`config.mk`:
```
export PLATFORM = sky130hd
export DESIGN_NAME = detection_score_smoother
export DESIGN_NICKNAME = d
export VERILOG_FILES = /design/src/sv/dss_pkg.sv /design/src/sv/dss_cfg.sv /design/src/sv/dss_ring.sv /design/src/sv/dss_divider.sv /design/src/sv/detection_score_smoother.sv
export VERILOG_INCLUDE_DIRS = /design/src /design/src/sv
export SDC_FILE = /design/constraint.sdc
export NUM_CORES = 1
export LEC_CHECK = 0
export BUFFER_PORTS_ARGS = -buffer_cell sky130_fd_sc_hd__buf_2
export CAP_MARGIN = 25
export CORE_MARGIN = 2
export CORE_UTILIZATION = 62
export DETAILED_ROUTE_END_ITERATION = 7
export GPL_TIMING_DRIVEN = 0
export PLACE_DENSITY = 0.92
export SLEW_MARGIN = 20
export SYNTH_ARGS = -nofsm -noshare
export SYNTH_HDL_FRONTEND = slang
export SYNTH_HIERARCHICAL = 1
export SYNTH_SLANG_ARGS = --single-unit
```
`constraint.sdc`:
```
create_clock -name aclk -period 15.3 [get_ports aclk]
set_clock_uncertainty 0.2 [all_clocks]
set_input_delay 0.765 -clock aclk [delete_from_list [all_inputs] [get_ports aclk]]
set_output_delay 0.765 -clock aclk [all_outputs]
set_load 0.05 [all_outputs]
```
`src/sv/detection_score_smoother_macros.svh`:
```
// ----------------------------------------------------------------------------
// detection score smoother assertion macros
// concurrent checks clocked on aclk and held off while aresetn is low
// ----------------------------------------------------------------------------
`ifndef DETECTION_SCORE_SMOOTHER_MACROS_SVH
`define DETECTION_SCORE_SMOOTHER_MACROS_SVH

// property that must hold at every edge out of reset
`define DSS_ASSERT(label, prop, msg) \
    label: assert property (@(posedge aclk) disable iff (!aresetn) prop) \
        else $error(msg);

// trigger at one edge, consequence at the next
`define DSS_ASSERT_NEXT(label, trig, cons, msg) \
    label: assert property (@(posedge aclk) disable iff (!aresetn) trig |=> cons) \
        else $error(msg);

`endif

```
`src/sv/dss_pkg.sv`:
```
// ----------------------------------------------------------------------------
// dss_pkg
// shared types, register map and constants of the detection score smoother
// ----------------------------------------------------------------------------
package dss_pkg;

    // build defaults
    localparam int WINDOW_DEPTH_DEF  = 32;
    localparam int WARMUP_SCORES_DEF = 30;
    localparam int SCORE_BITS_DEF    = 16;

    // field widths
    localparam int WLEN_W    = 6;
    localparam int VAL_W     = 16;
    localparam int APB_ADDR_W = 5;
    localparam int APB_DATA_W = 32;

    // window length limits and register reset values
    localparam int WLEN_MAX   = 32;
    localparam int WLEN_RST   = 5;
    localparam logic [VAL_W-1:0] CUTOFF_RST = 16'd63570;
    localparam logic [VAL_W-1:0] REFR_RST   = 16'd1500;

    // quotient bits resolved per divider cycle
    localparam int DIV_STEPS = 7;

    // register index (word address)
    typedef enum logic [2:0] {
        REG_WINDOW_LENGTH = 3'd0,
        REG_CUTOFF        = 3'd1,
        REG_REFRACTORY    = 3'd2,
        REG_DETECT_ENABLE = 3'd3,
        REG_TEST_MODE     = 3'd4
    } reg_idx_t;

    // input word kinds
    typedef enum logic [1:0] {
        MODE_SCORE   = 2'd0,
        MODE_TICK    = 2'd1,
        MODE_RESTART = 2'd2
    } mode_t;

    // configuration as seen by the datapath
    typedef struct packed {
        logic [WLEN_W-1:0] window_length;
        logic [VAL_W-1:0]  mean_threshold;
        logic [VAL_W-1:0]  quiet_period;
        logic              detect_enable;
        logic              test_mode;
    } cfg_t;

endpackage

```
`src/sv/dss_cfg.sv`:
```
// ----------------------------------------------------------------------------
// dss_cfg
// apb register file; window length writes saturate and request a window clear
// ----------------------------------------------------------------------------
module dss_cfg #(
    parameter int WINDOW_DEPTH = dss_pkg::WINDOW_DEPTH_DEF
) (
    input  logic                            aclk,
    input  logic                            aresetn,
    input  logic                            psel,
    input  logic                            penable,
    input  logic                            pwrite,
    input  logic [dss_pkg::APB_ADDR_W-1:0]  paddr,
    input  logic [dss_pkg::APB_DATA_W-1:0]  pwdata,
    output logic [dss_pkg::APB_DATA_W-1:0]  prdata,
    output dss_pkg::cfg_t                   cfg_o,
    output logic                            win_clear_o
);
    import dss_pkg::*;

    localparam int WIN_CAP  = (WINDOW_DEPTH < WLEN_MAX) ? WINDOW_DEPTH : WLEN_MAX;
    localparam int WLEN_INI = (WLEN_RST > WIN_CAP) ? WIN_CAP : WLEN_RST;

    cfg_t              cfg_reg;
    cfg_t              cfg_next;
    logic              wr_fire;
    reg_idx_t          idx;
    logic [WLEN_W-1:0] wlen_lim;

    assign wr_fire = psel & penable & pwrite;
    assign idx     = reg_idx_t'(paddr[APB_ADDR_W-1:2]);

    // saturate a written window length into 1..cap
    always_comb begin
        wlen_lim = pwdata[WLEN_W-1:0];
        if (wlen_lim == '0) begin
            wlen_lim = WLEN_W'(1);
        end else if (int'(wlen_lim) > WIN_CAP) begin
            wlen_lim = WLEN_W'(WIN_CAP);
        end
    end

    // register writes
    always_comb begin
        cfg_next    = cfg_reg;
        win_clear_o = 1'b0;
        if (wr_fire) begin
            case (idx)
                REG_WINDOW_LENGTH: begin
                    cfg_next.window_length = wlen_lim;
                    win_clear_o            = 1'b1;
                end
                REG_CUTOFF:        cfg_next.mean_threshold = pwdata[VAL_W-1:0];
                REG_REFRACTORY:    cfg_next.quiet_period   = pwdata[VAL_W-1:0];
                REG_DETECT_ENABLE: cfg_next.detect_enable  = pwdata[0];
                REG_TEST_MODE:     cfg_next.test_mode      = pwdata[0];
                default: ;
            endcase
        end
    end

    always_ff @(posedge aclk) begin
        if (!aresetn) begin
            cfg_reg.window_length  <= WLEN_W'(WLEN_INI);
            cfg_reg.mean_threshold <= CUTOFF_RST;
            cfg_reg.quiet_period   <= REFR_RST;
            cfg_reg.detect_enable  <= 1'b1;
            cfg_reg.test_mode      <= 1'b0;
        end else begin
            cfg_reg <= cfg_next;
        end
    end

    // read back
    always_comb begin
        case (idx)
            REG_WINDOW_LENGTH: prdata = APB_DATA_W'(cfg_reg.window_length);
            REG_CUTOFF:        prdata = APB_DATA_W'(cfg_reg.mean_threshold);
            REG_REFRACTORY:    prdata = APB_DATA_W'(cfg_reg.quiet_period);
            REG_DETECT_ENABLE: prdata = APB_DATA_W'(cfg_reg.detect_enable);
            REG_TEST_MODE:     prdata = APB_DATA_W'(cfg_reg.test_mode);
            default:           prdata = '0;
        endcase
    end

    assign cfg_o = cfg_reg;

endmodule

```
`src/sv/dss_ring.sv`:
```
// ----------------------------------------------------------------------------
// dss_ring
// score ring memory, one write and one registered read port, with a valid
// bit per entry so a whole-window clear happens at once
// ----------------------------------------------------------------------------
module dss_ring #(
    parameter int DEPTH  = dss_pkg::WINDOW_DEPTH_DEF,
    parameter int DATA_W = dss_pkg::SCORE_BITS_DEF,
    parameter int ADDR_W = 5
) (
    input  logic              aclk,
    input  logic              aresetn,
    input  logic              clear_i,
    input  logic              rd_en_i,
    input  logic [ADDR_W-1:0] rd_addr_i,
    output logic [DATA_W-1:0] rd_data_o,
    input  logic              wr_en_i,
    input  logic [ADDR_W-1:0] wr_addr_i,
    input  logic [DATA_W-1:0] wr_data_i
);
    import dss_pkg::*;

    logic [DATA_W-1:0] mem [DEPTH];
    logic [DEPTH-1:0]  valid_reg;
    logic [DATA_W-1:0] rd_data_reg;
    logic              rd_valid_reg;

    // storage and read port
    always_ff @(posedge aclk) begin
        if (wr_en_i) begin
            mem[wr_addr_i] <= wr_data_i;
        end
        if (rd_en_i) begin
            rd_data_reg <= mem[rd_addr_i];
        end
    end

    // entry valid bits; an unwritten entry reads as zero
    always_ff @(posedge aclk) begin
        if (!aresetn) begin
            valid_reg    <= '0;
            rd_valid_reg <= 1'b0;
        end else begin
            if (rd_en_i) begin
                rd_valid_reg <= valid_reg[rd_addr_i];
            end
            if (clear_i) begin
                valid_reg <= '0;
            end else if (wr_en_i) begin
                valid_reg[wr_addr_i] <= 1'b1;
            end
        end
    end

    assign rd_data_o = rd_valid_reg ? rd_data_reg : '0;

endmodule

```
`src/sv/dss_divider.sv`:
```
// ----------------------------------------------------------------------------
// dss_divider
// restoring divider for window sum / window length, several quotient bits
// per cycle, done pulses in the cycle after the last step
// ----------------------------------------------------------------------------
module dss_divider #(
    parameter int SUM_W = 21
) (
    input  logic                       aclk,
    input  logic                       aresetn,
    input  logic                       start_i,
    input  logic [SUM_W-1:0]           dividend_i,
    input  logic [dss_pkg::WLEN_W-1:0] divisor_i,
    output logic                       done_o,
    output logic [SUM_W-1:0]           quotient_o
);
    import dss_pkg::*;

    localparam int CYCLES = (SUM_W + DIV_STEPS - 1) / DIV_STEPS;
    localparam int PAD_W  = CYCLES * DIV_STEPS;
    localparam int CNT_W  = (CYCLES > 1) ? $clog2(CYCLES) : 1;

    logic [PAD_W-1:0]  num_reg;
    logic [WLEN_W-1:0] rem_reg;
    logic [WLEN_W-1:0] div_reg;
    logic [CNT_W-1:0]  cnt_reg;
    logic              busy_reg;
    logic              done_reg;
    logic [PAD_W-1:0]  num_next;
    logic [WLEN_W-1:0] rem_next;

    // one cycle worth of shift-and-subtract steps
    always_comb begin
        logic [WLEN_W:0] trial;
        num_next = num_reg;
        rem_next = rem_reg;
        trial    = '0;
        for (int i = 0; i < DIV_STEPS; i++) begin
            trial    = {rem_next, num_next[PAD_W-1]};
            num_next = {num_next[PAD_W-2:0], 1'b0};
            if (trial >= {1'b0, div_reg}) begin
                trial       = trial - {1'b0, div_reg};
                num_next[0] = 1'b1;
            end
            rem_next = trial[WLEN_W-1:0];
        end
    end

    // sequencing
    always_ff @(posedge aclk) begin
        if (!aresetn) begin
            busy_reg <= 1'b0;
            done_reg <= 1'b0;
        end else begin
            done_reg <= 1'b0;
            if (start_i) begin
                busy_reg <= 1'b1;
            end else if (busy_reg && cnt_reg == CNT_W'(CYCLES - 1)) begin
                busy_reg <= 1'b0;
                done_reg <= 1'b1;
            end
        end
    end

    // operands and partial quotient
    always_ff @(posedge aclk) begin
        if (start_i) begin
            num_reg <= PAD_W'(dividend_i);
            rem_reg <= '0;
            div_reg <= divisor_i;
            cnt_reg <= '0;
        end else if (busy_reg) begin
            num_reg <= num_next;
            rem_reg <= rem_next;
            cnt_reg <= cnt_reg + CNT_W'(1);
        end
    end

    assign done_o     = done_reg;
    assign quotient_o = num_reg[SUM_W-1:0];

endmodule

```
`src/sv/detection_score_smoother.sv`:
```
// ----------------------------------------------------------------------------
// detection_score_smoother
// windowed mean of detection scores with threshold, warmup and refractory
// ----------------------------------------------------------------------------
// Usage: words enter on s_axis; tuser[1:0] gives the kind (score, 1 ms tick,
// restart) and tdata[15:0] the score. Only score words give a result word on
// m_axis: tdata holds mean, peak and hit count, tuser the detected, test hit
// and warmed-up flags. Ticks and restarts complete in the cycle of accept.
// From accept to result a score word passes a ring memory read, the
// read-modify-write of the ring and running sum, the iterative divider
// (7 quotient bits per cycle) and the decision step; the window sum is 21
// bits wide by default. One score is in flight at a time, and tready
// returns in the same cycle as the result is loaded.
// The result sits in an output register; the next word is accepted while it
// waits. If the receiver stalls, the following score waits in the decision
// step until the output register frees up.
// Reset (aresetn low, synchronous) restores register defaults and clears
// the window, counters and countdown at once; no clearing pass is needed.
// Configuration goes through the APB port while the block is idle; the user
// must keep to this, as the block itself does not enforce it.
// ----------------------------------------------------------------------------
`include "detection_score_smoother_macros.svh"

module detection_score_smoother #(
    parameter int WINDOW_DEPTH  = dss_pkg::WINDOW_DEPTH_DEF,
    parameter int WARMUP_SCORES = dss_pkg::WARMUP_SCORES_DEF,
    parameter int SCORE_BITS    = dss_pkg::SCORE_BITS_DEF
) (
    input  logic                           aclk,
    input  logic                           aresetn,
    // input stream
    input  logic                           s_axis_tvalid,
    output logic                           s_axis_tready,
    input  logic [15:0]                    s_axis_tdata,  // [15:0] score
    input  logic [1:0]                     s_axis_tuser,  // [1:0] mode
    // result stream
    output logic                           m_axis_tvalid,
    input  logic                           m_axis_tready,
    output logic [47:0]                    m_axis_tdata,  // [15:0] mean_score,
                                                          // [31:16] peak_mean,
                                                          // [47:32] hit_count
    output logic [2:0]                     m_axis_tuser,  // [0] detected,
                                                          // [1] is_test_hit,
                                                          // [2] warmed_up
    // configuration
    input  logic                           psel,
    input  logic                           penable,
    input  logic                           pwrite,
    input  logic [dss_pkg::APB_ADDR_W-1:0] paddr,
    input  logic [dss_pkg::APB_DATA_W-1:0] pwdata,
    output logic [dss_pkg::APB_DATA_W-1:0] prdata,
    output logic                           pready
);
    import dss_pkg::*;

    localparam int SW     = (SCORE_BITS < VAL_W) ? SCORE_BITS : VAL_W;
    localparam int IDX_W  = (WINDOW_DEPTH > 1) ? $clog2(WINDOW_DEPTH) : 1;
    localparam int SUM_W  = SW + $clog2(WINDOW_DEPTH);
    localparam int CMP_W  = (IDX_W + 1 > WLEN_W) ? IDX_W + 1 : WLEN_W;
    localparam int WARM_W = (WARMUP_SCORES > 0) ? $clog2(WARMUP_SCORES + 1) : 1;

    typedef enum logic [1:0] {
        ST_IDLE,
        ST_UPDATE,
        ST_DIVIDE,
        ST_DECIDE
    } state_t;

    cfg_t             cfg_q;
    logic             cfg_clear;
    logic             s_fire;
    mode_t            mode;

    // control state
    state_t           state_reg, state_next;
    logic [SUM_W-1:0] sum_reg, sum_next;
    logic [IDX_W-1:0] wi_reg, wi_next;
    logic [WARM_W-1:0] warm_cnt_reg, warm_cnt_next;
    logic [VAL_W-1:0] quiet_reg, quiet_next;
    logic [VAL_W-1:0] peak_reg, peak_next;
    logic [VAL_W-1:0] hits_reg, hits_next;
    logic             m_valid_reg, m_valid_next;

    // payload
    logic [SW-1:0]    score_reg, score_next;
    logic [VAL_W-1:0] out_mean_reg, out_mean_next;
    logic [VAL_W-1:0] out_peak_reg, out_peak_next;
    logic [VAL_W-1:0] out_hits_reg, out_hits_next;
    logic             out_det_reg, out_det_next;
    logic             out_thit_reg, out_thit_next;
    logic             out_warm_reg, out_warm_next;

    // datapath
    logic             ring_rd_en, ring_wr_en, ring_clear;
    logic [SW-1:0]    ring_rd_data;
    logic [SUM_W-1:0] sum_upd;
    logic             div_start, div_done;
    logic [SUM_W-1:0] quotient;
    logic [VAL_W-1:0] mean;
    logic [VAL_W-1:0] peak_upd;
    logic [WARM_W-1:0] warm_cnt_upd;
    logic             warm;
    logic             det;
    logic             decide_fire;

    // register file
    dss_cfg #(
        .WINDOW_DEPTH (WINDOW_DEPTH)
    ) u_cfg (
        .aclk        (aclk),
        .aresetn     (aresetn),
        .psel        (psel),
        .penable     (penable),
        .pwrite      (pwrite),
        .paddr       (paddr),
        .pwdata      (pwdata),
        .prdata      (prdata),
        .cfg_o       (cfg_q),
        .win_clear_o (cfg_clear)
    );

    // score ring
    dss_ring #(
        .DEPTH  (WINDOW_DEPTH),
        .DATA_W (SW),
        .ADDR_W (IDX_W)
    ) u_ring (
        .aclk      (aclk),
        .aresetn   (aresetn),
        .clear_i   (ring_clear),
        .rd_en_i   (ring_rd_en),
        .rd_addr_i (wi_reg),
        .rd_data_o (ring_rd_data),
        .wr_en_i   (ring_wr_en),
        .wr_addr_i (wi_reg),
        .wr_data_i (score_reg)
    );

    // mean divider
    dss_divider #(
        .SUM_W (SUM_W)
    ) u_div (
        .aclk       (aclk),
        .aresetn    (aresetn),
        .start_i    (div_start),
        .dividend_i (sum_upd),
        .divisor_i  (cfg_q.window_length),
        .done_o     (div_done),
        .quotient_o (quotient)
    );

    assign pready        = 1'b1;
    assign s_axis_tready = (state_reg == ST_IDLE);
    assign s_fire        = s_axis_tvalid & s_axis_tready;
    assign mode          = mode_t'(s_axis_tuser);

    // running sum with the oldest score swapped for the new one
    assign sum_upd = sum_reg - SUM_W'(ring_rd_data) + SUM_W'(score_reg);

    // decision terms
    assign mean         = VAL_W'(quotient);
    assign peak_upd     = (cfg_q.test_mode && mean > peak_reg) ? mean : peak_reg;
    assign warm_cnt_upd = (int'(warm_cnt_reg) < WARMUP_SCORES)
                        ? warm_cnt_reg + WARM_W'(1) : warm_cnt_reg;
    assign warm         = int'(warm_cnt_upd) >= WARMUP_SCORES;
    assign det          = warm && (cfg_q.detect_enable || cfg_q.test_mode)
                        && mean >= cfg_q.mean_threshold && quiet_reg == '0;
    assign decide_fire  = (state_reg == ST_DECIDE) && (!m_valid_reg || m_axis_tready);

    // sequencer
    always_comb begin
        state_next    = state_reg;
        sum_next      = sum_reg;
        wi_next       = wi_reg;
        warm_cnt_next = warm_cnt_reg;
        quiet_next    = quiet_reg;
        peak_next     = peak_reg;
        hits_next     = hits_reg;
        m_valid_next  = m_valid_reg;
        score_next    = score_reg;
        out_mean_next = out_mean_reg;
        out_peak_next = out_peak_reg;
        out_hits_next = out_hits_reg;
        out_det_next  = out_det_reg;
        out_thit_next = out_thit_reg;
        out_warm_next = out_warm_reg;
        ring_rd_en    = 1'b0;
        ring_wr_en    = 1'b0;
        ring_clear    = cfg_clear;
        div_start     = 1'b0;

        if (m_valid_reg && m_axis_tready) begin
            m_valid_next = 1'b0;
        end

        case (state_reg)
            ST_IDLE: begin
                if (s_fire) begin
                    case (mode)
                        MODE_SCORE: begin
                            ring_rd_en = 1'b1;
                            score_next = s_axis_tdata[SW-1:0];
                            state_next = ST_UPDATE;
                        end
                        MODE_TICK: begin
                            if (quiet_reg != '0) begin
                                quiet_next = quiet_reg - VAL_W'(1);
                            end
                        end
                        MODE_RESTART: begin
                            ring_clear    = 1'b1;
                            sum_next      = '0;
                            wi_next       = '0;
                            warm_cnt_next = '0;
                            peak_next     = '0;
                            hits_next     = '0;
                        end
                        default: ;
                    endcase
                end
            end
            ST_UPDATE: begin
                ring_wr_en = 1'b1;
                sum_next   = sum_upd;
                div_start  = 1'b1;
                if (CMP_W'(wi_reg) + CMP_W'(1) == CMP_W'(cfg_q.window_length)) begin
                    wi_next = '0;
                end else begin
                    wi_next = wi_reg + IDX_W'(1);
                end
                state_next = ST_DIVIDE;
            end
            ST_DIVIDE: begin
                if (div_done) begin
                    state_next = ST_DECIDE;
                end
            end
            ST_DECIDE: begin
                if (decide_fire) begin
                    peak_next     = peak_upd;
                    warm_cnt_next = warm_cnt_upd;
                    if (det) begin
                        quiet_next = cfg_q.quiet_period;
                        sum_next   = '0;
                        ring_clear = 1'b1;
                        if (cfg_q.test_mode && hits_reg != '1) begin
                            hits_next = hits_reg + VAL_W'(1);
                        end
                    end
                    m_valid_next  = 1'b1;
                    out_mean_next = mean;
                    out_peak_next = peak_upd;
                    out_hits_next = (det && cfg_q.test_mode && hits_reg != '1)
                                  ? hits_reg + VAL_W'(1) : hits_reg;
                    out_det_next  = det;
                    out_thit_next = det && cfg_q.test_mode;
                    out_warm_next = warm;
                    state_next    = ST_IDLE;
                end
            end
            default: state_next = ST_IDLE;
        endcase

        // window length write empties the window
        if (cfg_clear) begin
            sum_next = '0;
            wi_next  = '0;
        end
    end

    // state and registered outputs
    always_ff @(posedge aclk) begin
        if (!aresetn) begin
            state_reg    <= ST_IDLE;
            sum_reg      <= '0;
            wi_reg       <= '0;
            warm_cnt_reg <= '0;
            quiet_reg    <= '0;
            peak_reg     <= '0;
            hits_reg     <= '0;
            m_valid_reg  <= 1'b0;
        end else begin
            state_reg    <= state_next;
            sum_reg      <= sum_next;
            wi_reg       <= wi_next;
            warm_cnt_reg <= warm_cnt_next;
            quiet_reg    <= quiet_next;
            peak_reg     <= peak_next;
            hits_reg     <= hits_next;
            m_valid_reg  <= m_valid_next;
        end
        score_reg    <= score_next;
        out_mean_reg <= out_mean_next;
        out_peak_reg <= out_peak_next;
        out_hits_reg <= out_hits_next;
        out_det_reg  <= out_det_next;
        out_thit_reg <= out_thit_next;
        out_warm_reg <= out_warm_next;
    end

    assign m_axis_tvalid = m_valid_reg;
    assign m_axis_tdata  = {out_hits_reg, out_peak_reg, out_mean_reg};
    assign m_axis_tuser  = {out_warm_reg, out_thit_reg, out_det_reg};

    // checks
    `DSS_ASSERT(a_wi_in_window, CMP_W'(wi_reg) < CMP_W'(cfg_q.window_length), "ring pointer outside window")
    `DSS_ASSERT(a_result_from_decide, $rose(m_axis_tvalid) |-> $past(state_reg == ST_DECIDE), "result word without a decision")
    `DSS_ASSERT_NEXT(a_refractory_load, decide_fire && det, quiet_reg == $past(cfg_q.quiet_period), "countdown not reloaded")

endmodule

```
==> results of run 1 <==
per-stage QoR:
step	TNS, ps	instances	util [%]	cell area [um2]
floorplan	0	2592	-	36600
global placement	-5390	3477	65.0	38200
detailed placement	-10580	3516	66.1	38800
CTS	0	3662	70.6	41400
global route	-56.0	3684	71.2	41800
finish	0	3684	71.2	41800
repair_timing:
action,4_1_cts,5_1_grt
resized for setup,9,13
setup buffers,6,13
setup endpoints to repair,7,7
pin swaps,1,5
kinds of logic after synthesis:
family          synth area share (%)
compound gates                  8.76
xor+xnor                        1.48
fa+ha+maj                       4.82
buf+inv                         3.84
flops                           60.1
mux                             13.2
other cells                   0.0205
simple gates                    7.82
worst max-delay path, delay by kind of cell (launching register included):
kind | cells | cell delay (ps)
flops | 1 | 440
buf+inv | 9 | 1420
simple gates | 10 | 1800
mux | 7 | 2120
compound gates | 31 | 6530
fa+ha+maj | 7 | 2030
per-layer routing:
| metal | vias to the layer above | routed length [um] | global-route usage [%] |
|---|---|---|---|
| met5 | - | 42 | 0 |
| met4 | 6 | 6970 | 18.3 |
| met3 | 432 | 9580 | 6.76 |
| met2 | 1768 | 51100 | 55.8 |
| met1 | 12100 | 35100 | 39.7 |
| li1 | 10400 | - | - |
cell type report:
class / instances / share of cell area [%]
plain buffers: 148 / 1.82
well taps: 773 / 2.31
flip-flops and latches: 787 / 52.6
multi-input cells: 1486 / 32.1
clock inverters: 39 / 1.15
repair buffers: 180 / 3.42
clock buffers: 101 / 5.04
inverters: 170 / 1.55
synth_stat cells (all sizes together), types with 5 or more instances:
cell type,count
a211o,8
a211oi,17
a21boi,18
a21o,32
a21oi,90
a22oi,22
a2bb2oi,7
a31oi,9
and2,25
and3,17
buf,69
clkbuf,80
dfxtp,165
edfxtp,622
fa,23
ha,104
inv,167
mux2,51
mux2i,60
mux4,161
nand2,148
nand2b,18
nand3,82
nand3b,9
nand4,26
nand4b,5
nor2,126
nor2b,24
nor3,41
nor3b,6
nor4,7
o211ai,22
o21a,60
o21ai,73
o311ai,9
o31ai,15
o32ai,16
or2,6
or3,6
xnor2,47
xor2,15
worst min path at each step:
stage                      from       endpoint
2_1_floorplan        sum_reg[8]     sum_reg[8]
3_3_place_gp         sum_reg[7]     sum_reg[7]
3_5_place_dp         sum_reg[5]     sum_reg[5]
4_1_cts         s_axis_tdata[9]   score_reg[9]
5_1_grt        s_axis_tdata[10]  score_reg[10]
6_report        s_axis_tdata[9]   score_reg[9]
==> out/results.txt, run 1 <==
Status = finished, violations left
Violated checks = DRC
GRT Util Overall = 33.0%
Worst Setup EP = u_div/rem_reg[0]
Top_reg_cell synth = edfxtp_1
Routed WL = 103000 um
Final net count = 3040
DP Wirelength = 67300 um
CP Launch Type = flop
Die X = 247 um
Max Cap Violations = 0
Tmin final = 14670 ps
GR Overflow Total = 0
R2R depth = 64
Yosys top cell by area = edfxtp_1
Fmax = 68.2 MHz
Area of the multi-input gates = 0.0134 mm2
Latest clock arrival within the worst-skew pair = 650 ps
FILL cells = 3535
Drt first pass iters = 8
WHS Path Cells = 1
Clock sink count = 787
Mapped Avg Cell Area = 14.2 um2
Share of the yosys chip area belonging to registers = 60.1%
Final hold violations = 0
Tcrit/Tclk final = 95.9%
Final Setup Violations = 0
FP Rows = 89
WS Path Type = reg -> reg
Global-route wire length before repair = 149000 um
Post-route worst setup slack = 635 ps
Starting density of the core = 62.3%
Detail Route Antenna Nets = 0
Pre-CTS setup slack = -1640 ps
Final GP Congestion = 0.970
Top cells by area, synth = edfxtp_1 51%, mux4_2 9.9%, dfxtp_1 9.0%
Average wire per standard cell = 27.9 um
Pin count of the biggest net entering global routing = 34
YS warnings = 6
TritonCTS clock tree = yes
Worst Path Required = 15630 ps
#FFs+latches synth = 787
Reg-to-reg startpoint = u_div/div_reg[4]
Commonest non-fill, non-tap cell in the layout = edfxtp_1
Clock transition at path regs = 70 ps
Drt drc = 1
# port buffers = 112
Area Overhead vs Synth = 14.3%
Root buf cell = clkbuf_16
DIE AREA = 0.0609 mm2
DRT iter0 DRCs = 3473
Share of cells above drive strength 1 = 23.1%
Most frequent cells in the layout = 622 x edfxtp_1, 165 x dfxtp_1, 164 x inv_1
Actual slew at the worst max-slew pin = 1060 ps
Crit path DAT = 15000 ps
CP endpoint kind = flop
I/O Pins = 148
H-Tree Depth = 3
Share of the synthesized area in the top cell type = 51.1%
Std-Cell Core Area = 0.0587 mm2
Synthesized area = 0.0366 mm2
WHS = 85.1 ps
Slew margin rel. = 29.0%
CP startpoint = u_div/div_reg[4]
Worst-case clock buffer depth = 3
DR vias/cell = 6.68
R2R setup slack = 630 ps
Die height = 247 um
Vias = 24600
Ant diodes = 0
Number of flip-flops in the largest register = 512
Class of the tightest hold or removal check = in -> reg
RR Endpoint = u_div/rem_reg[0]
CTS buffer count = 78
Largest fanout on the critical path = 8
Post-synth ARST share = 0%
Critical Path Max Stage Delay = 440 ps
FF/Latch Area = 0.0220 mm2
Slew Viols, Final = 0
Post-synth EDFFs = 622
Hold-fix buffer count after cts = 0
Initial antenna violation count = 3
Vias in the first global route = 24300
Distinct cells, synth = 99
Slowest CP cell = edfxtp_1
Synth Instances = 2577
Power of run 1 is left out: the tool's default activity adds up to more than one toggle a clock period on the data nets, which glitch-free logic cannot reach.
==> inputs of run 2 (changes only) <==
Settings changed: CORE_MARGIN 2 to not set.
==> out/results.txt, run 2 (synthesis gave the netlist of run 1 again) <==
Tcrit/Tclk final = 96.9% (was 95.9%)
DP Wirelength = 67500 um (was 67300 um)
Fmax = 67.4 MHz (was 68.2 MHz)
CP Launch Type = flop (unchanged)
Actual slew at the worst max-slew pin = 1030 ps (was 1060 ps)
Clock transition at path regs = 60 ps (was 70 ps)
WS Path Type = reg -> reg (unchanged)
WL met2 = 50900 um (was 51100 um)
Final GP Congestion = 0.942 (was 0.970)
TritonCTS clock tree = yes (unchanged)
GRT Util Overall = 33.5% (was 33.0%)
Status = completed (was finished, violations left)
Std-Cell Core Area = 0.0580 mm2 (was 0.0587 mm2)
Detail Route Antenna Nets = 0 (unchanged)
DRT iter0 DRCs = 2972 (was 3473)
Tmin final = 14830 ps (was 14670 ps)
Vias = 24600 (about the same)
Critical Path Max Stage Delay = 430 ps (was 440 ps)
Vias in the first global route = 24600 (was 24300)
Average wire per standard cell = 27.6 um (was 27.9 um)
Die X = 245 um (was 247 um)
Drt first pass iters = 6 (was 8)
CTS buffer count = 78 (unchanged)
Hold-fix buffer count after cts = 0 (unchanged)
CP endpoint kind = flop (unchanged)
Final net count = 3048 (was 3040)
Highest metal layer with signal wires = met5 (unchanged)
# port buffers = 112 (unchanged)
H-Tree Depth = 3 (unchanged)
Latest clock arrival within the worst-skew pair = 670 ps (was 650 ps)
Crit path DAT = 15190 ps (was 15000 ps)
Slew margin rel. = 31.2% (was 29.0%)
Number of flip-flops in the largest register = 512 (unchanged)
Slowest CP cell = edfxtp_1 (unchanged)
Pin count of the biggest net entering global routing = 34 (unchanged)
Drt drc = 0 (was 1)
GR Overflow Total = 0 (unchanged)
Clock sink count = 787 (unchanged)
Final hold violations = 0 (unchanged)
Post-route core utilization = 72.2% (was 71.2%)
Final Setup Violations = 0 (unchanged)
Starting density of the core = 63.0% (was 62.3%)
DIE AREA = 0.0600 mm2 (was 0.0609 mm2)
I/O Pins = 148 (unchanged)
Initial antenna violation count = 4 (was 3)
Worst-case clock buffer depth = 3 (unchanged)
Post-route met1 wirelength = 35500 um (was 35100 um)
Area Overhead vs Synth = 14.6% (was 14.3%)
Max Cap Violations = 0 (unchanged)
Most used cell, CP = ha_1
Largest fanout on the critical path = 7 (was 8)
Commonest non-fill, non-tap cell in the layout = edfxtp_1 (unchanged)
Die height = 245 um (was 247 um)
DR vias/cell = 6.65 (was 6.68)
Global-route wire length before repair = 149000 um (about the same)
Slew Viols, Final = 0 (unchanged)
Root buf cell = clkbuf_16 (unchanged)
Worst Path Required = 15670 ps (was 15630 ps)
FP Rows = 88 (was 89)
Met3 wire length = 9280 um (was 9580 um)
Routed WL = 102000 um (was 103000 um)
Class of the tightest hold or removal check = in -> reg (unchanged)
Share of cells above drive strength 1 = 23.1% (about the same)
Most frequent cells in the layout = 622 x edfxtp_1, 165 x dfxtp_1, 164 x inv_1 (unchanged)
run 2: worst paths after layout:
path                                       start               end  slack [ps]  cells past startpoint
worst min register to register        sum_reg[5]        sum_reg[5]         250                      2
worst min-delay path            s_axis_tdata[10]     score_reg[10]          70                      1
worst max register to register  u_div/div_reg[4]  u_div/rem_reg[0]         470                     64
worst max-delay path            u_div/div_reg[4]  u_div/rem_reg[0]         470                     64
run 2: worst max-delay path, delay by kind of cell (launching register included):
kind / cells / cell delay (ps)
AOI/OAI and AO/OA: 31 / 6690
adders and majority gates: 7 / 2270
buffers and inverters: 10 / 1480
DFF: 1 / 430
muxes: 6 / 1940
and+or+nand+nor: 10 / 1710
run 2: repair_timing:
item                       in CTS  in global routing
pin swaps                       0                  4
setup endpoints to repair       7                  7
gates resized for setup         7                 10
buffers inserted                4                 23
run 2: final cells by class:
class                      count  area (um2)
sequential                   787       22000
fill                        3426       16100
multi-input combinational   1486       13400
clock buffer                 101        2100
timing repair buffer         188        1490
tap                          765         957
buffer                       148         762
inverter                     170         649
clock inverter                45         571
antenna                        3        7.51
run 2: routing by layer:
| metal | up-vias | global-route usage (%) |
|---|---|---|
| met5 | - | 0 |
| met4 | 4 | 18.1 |
| met3 | 395 | 7.17 |
| met2 | 1642 | 56.9 |
| met1 | 12100 | 40.1 |
| li1 | 10400 | - |
run 2: metrics by stage:
stage / cells / instance area (um2) / hold slack (ps) / setup WS (ps) / TNS [ps]
3_5_place_dp: 3509 / 38800 / 246 / -1410 / -8980
5_1_grt: 3690 / 41900 / 52.7 / -176 / -461
4_1_cts: 3659 / 41500 / 46.6 / 11.6 / 0
2_1_floorplan: 2592 / 36600 / 232 / 1230 / 0
6_report: 3693 / 41900 / 70.0 / 472 / 0
3_3_place_gp: 3469 / 38100 / 239 / -910 / -5450
Power of run 2 is left out for the same reason.
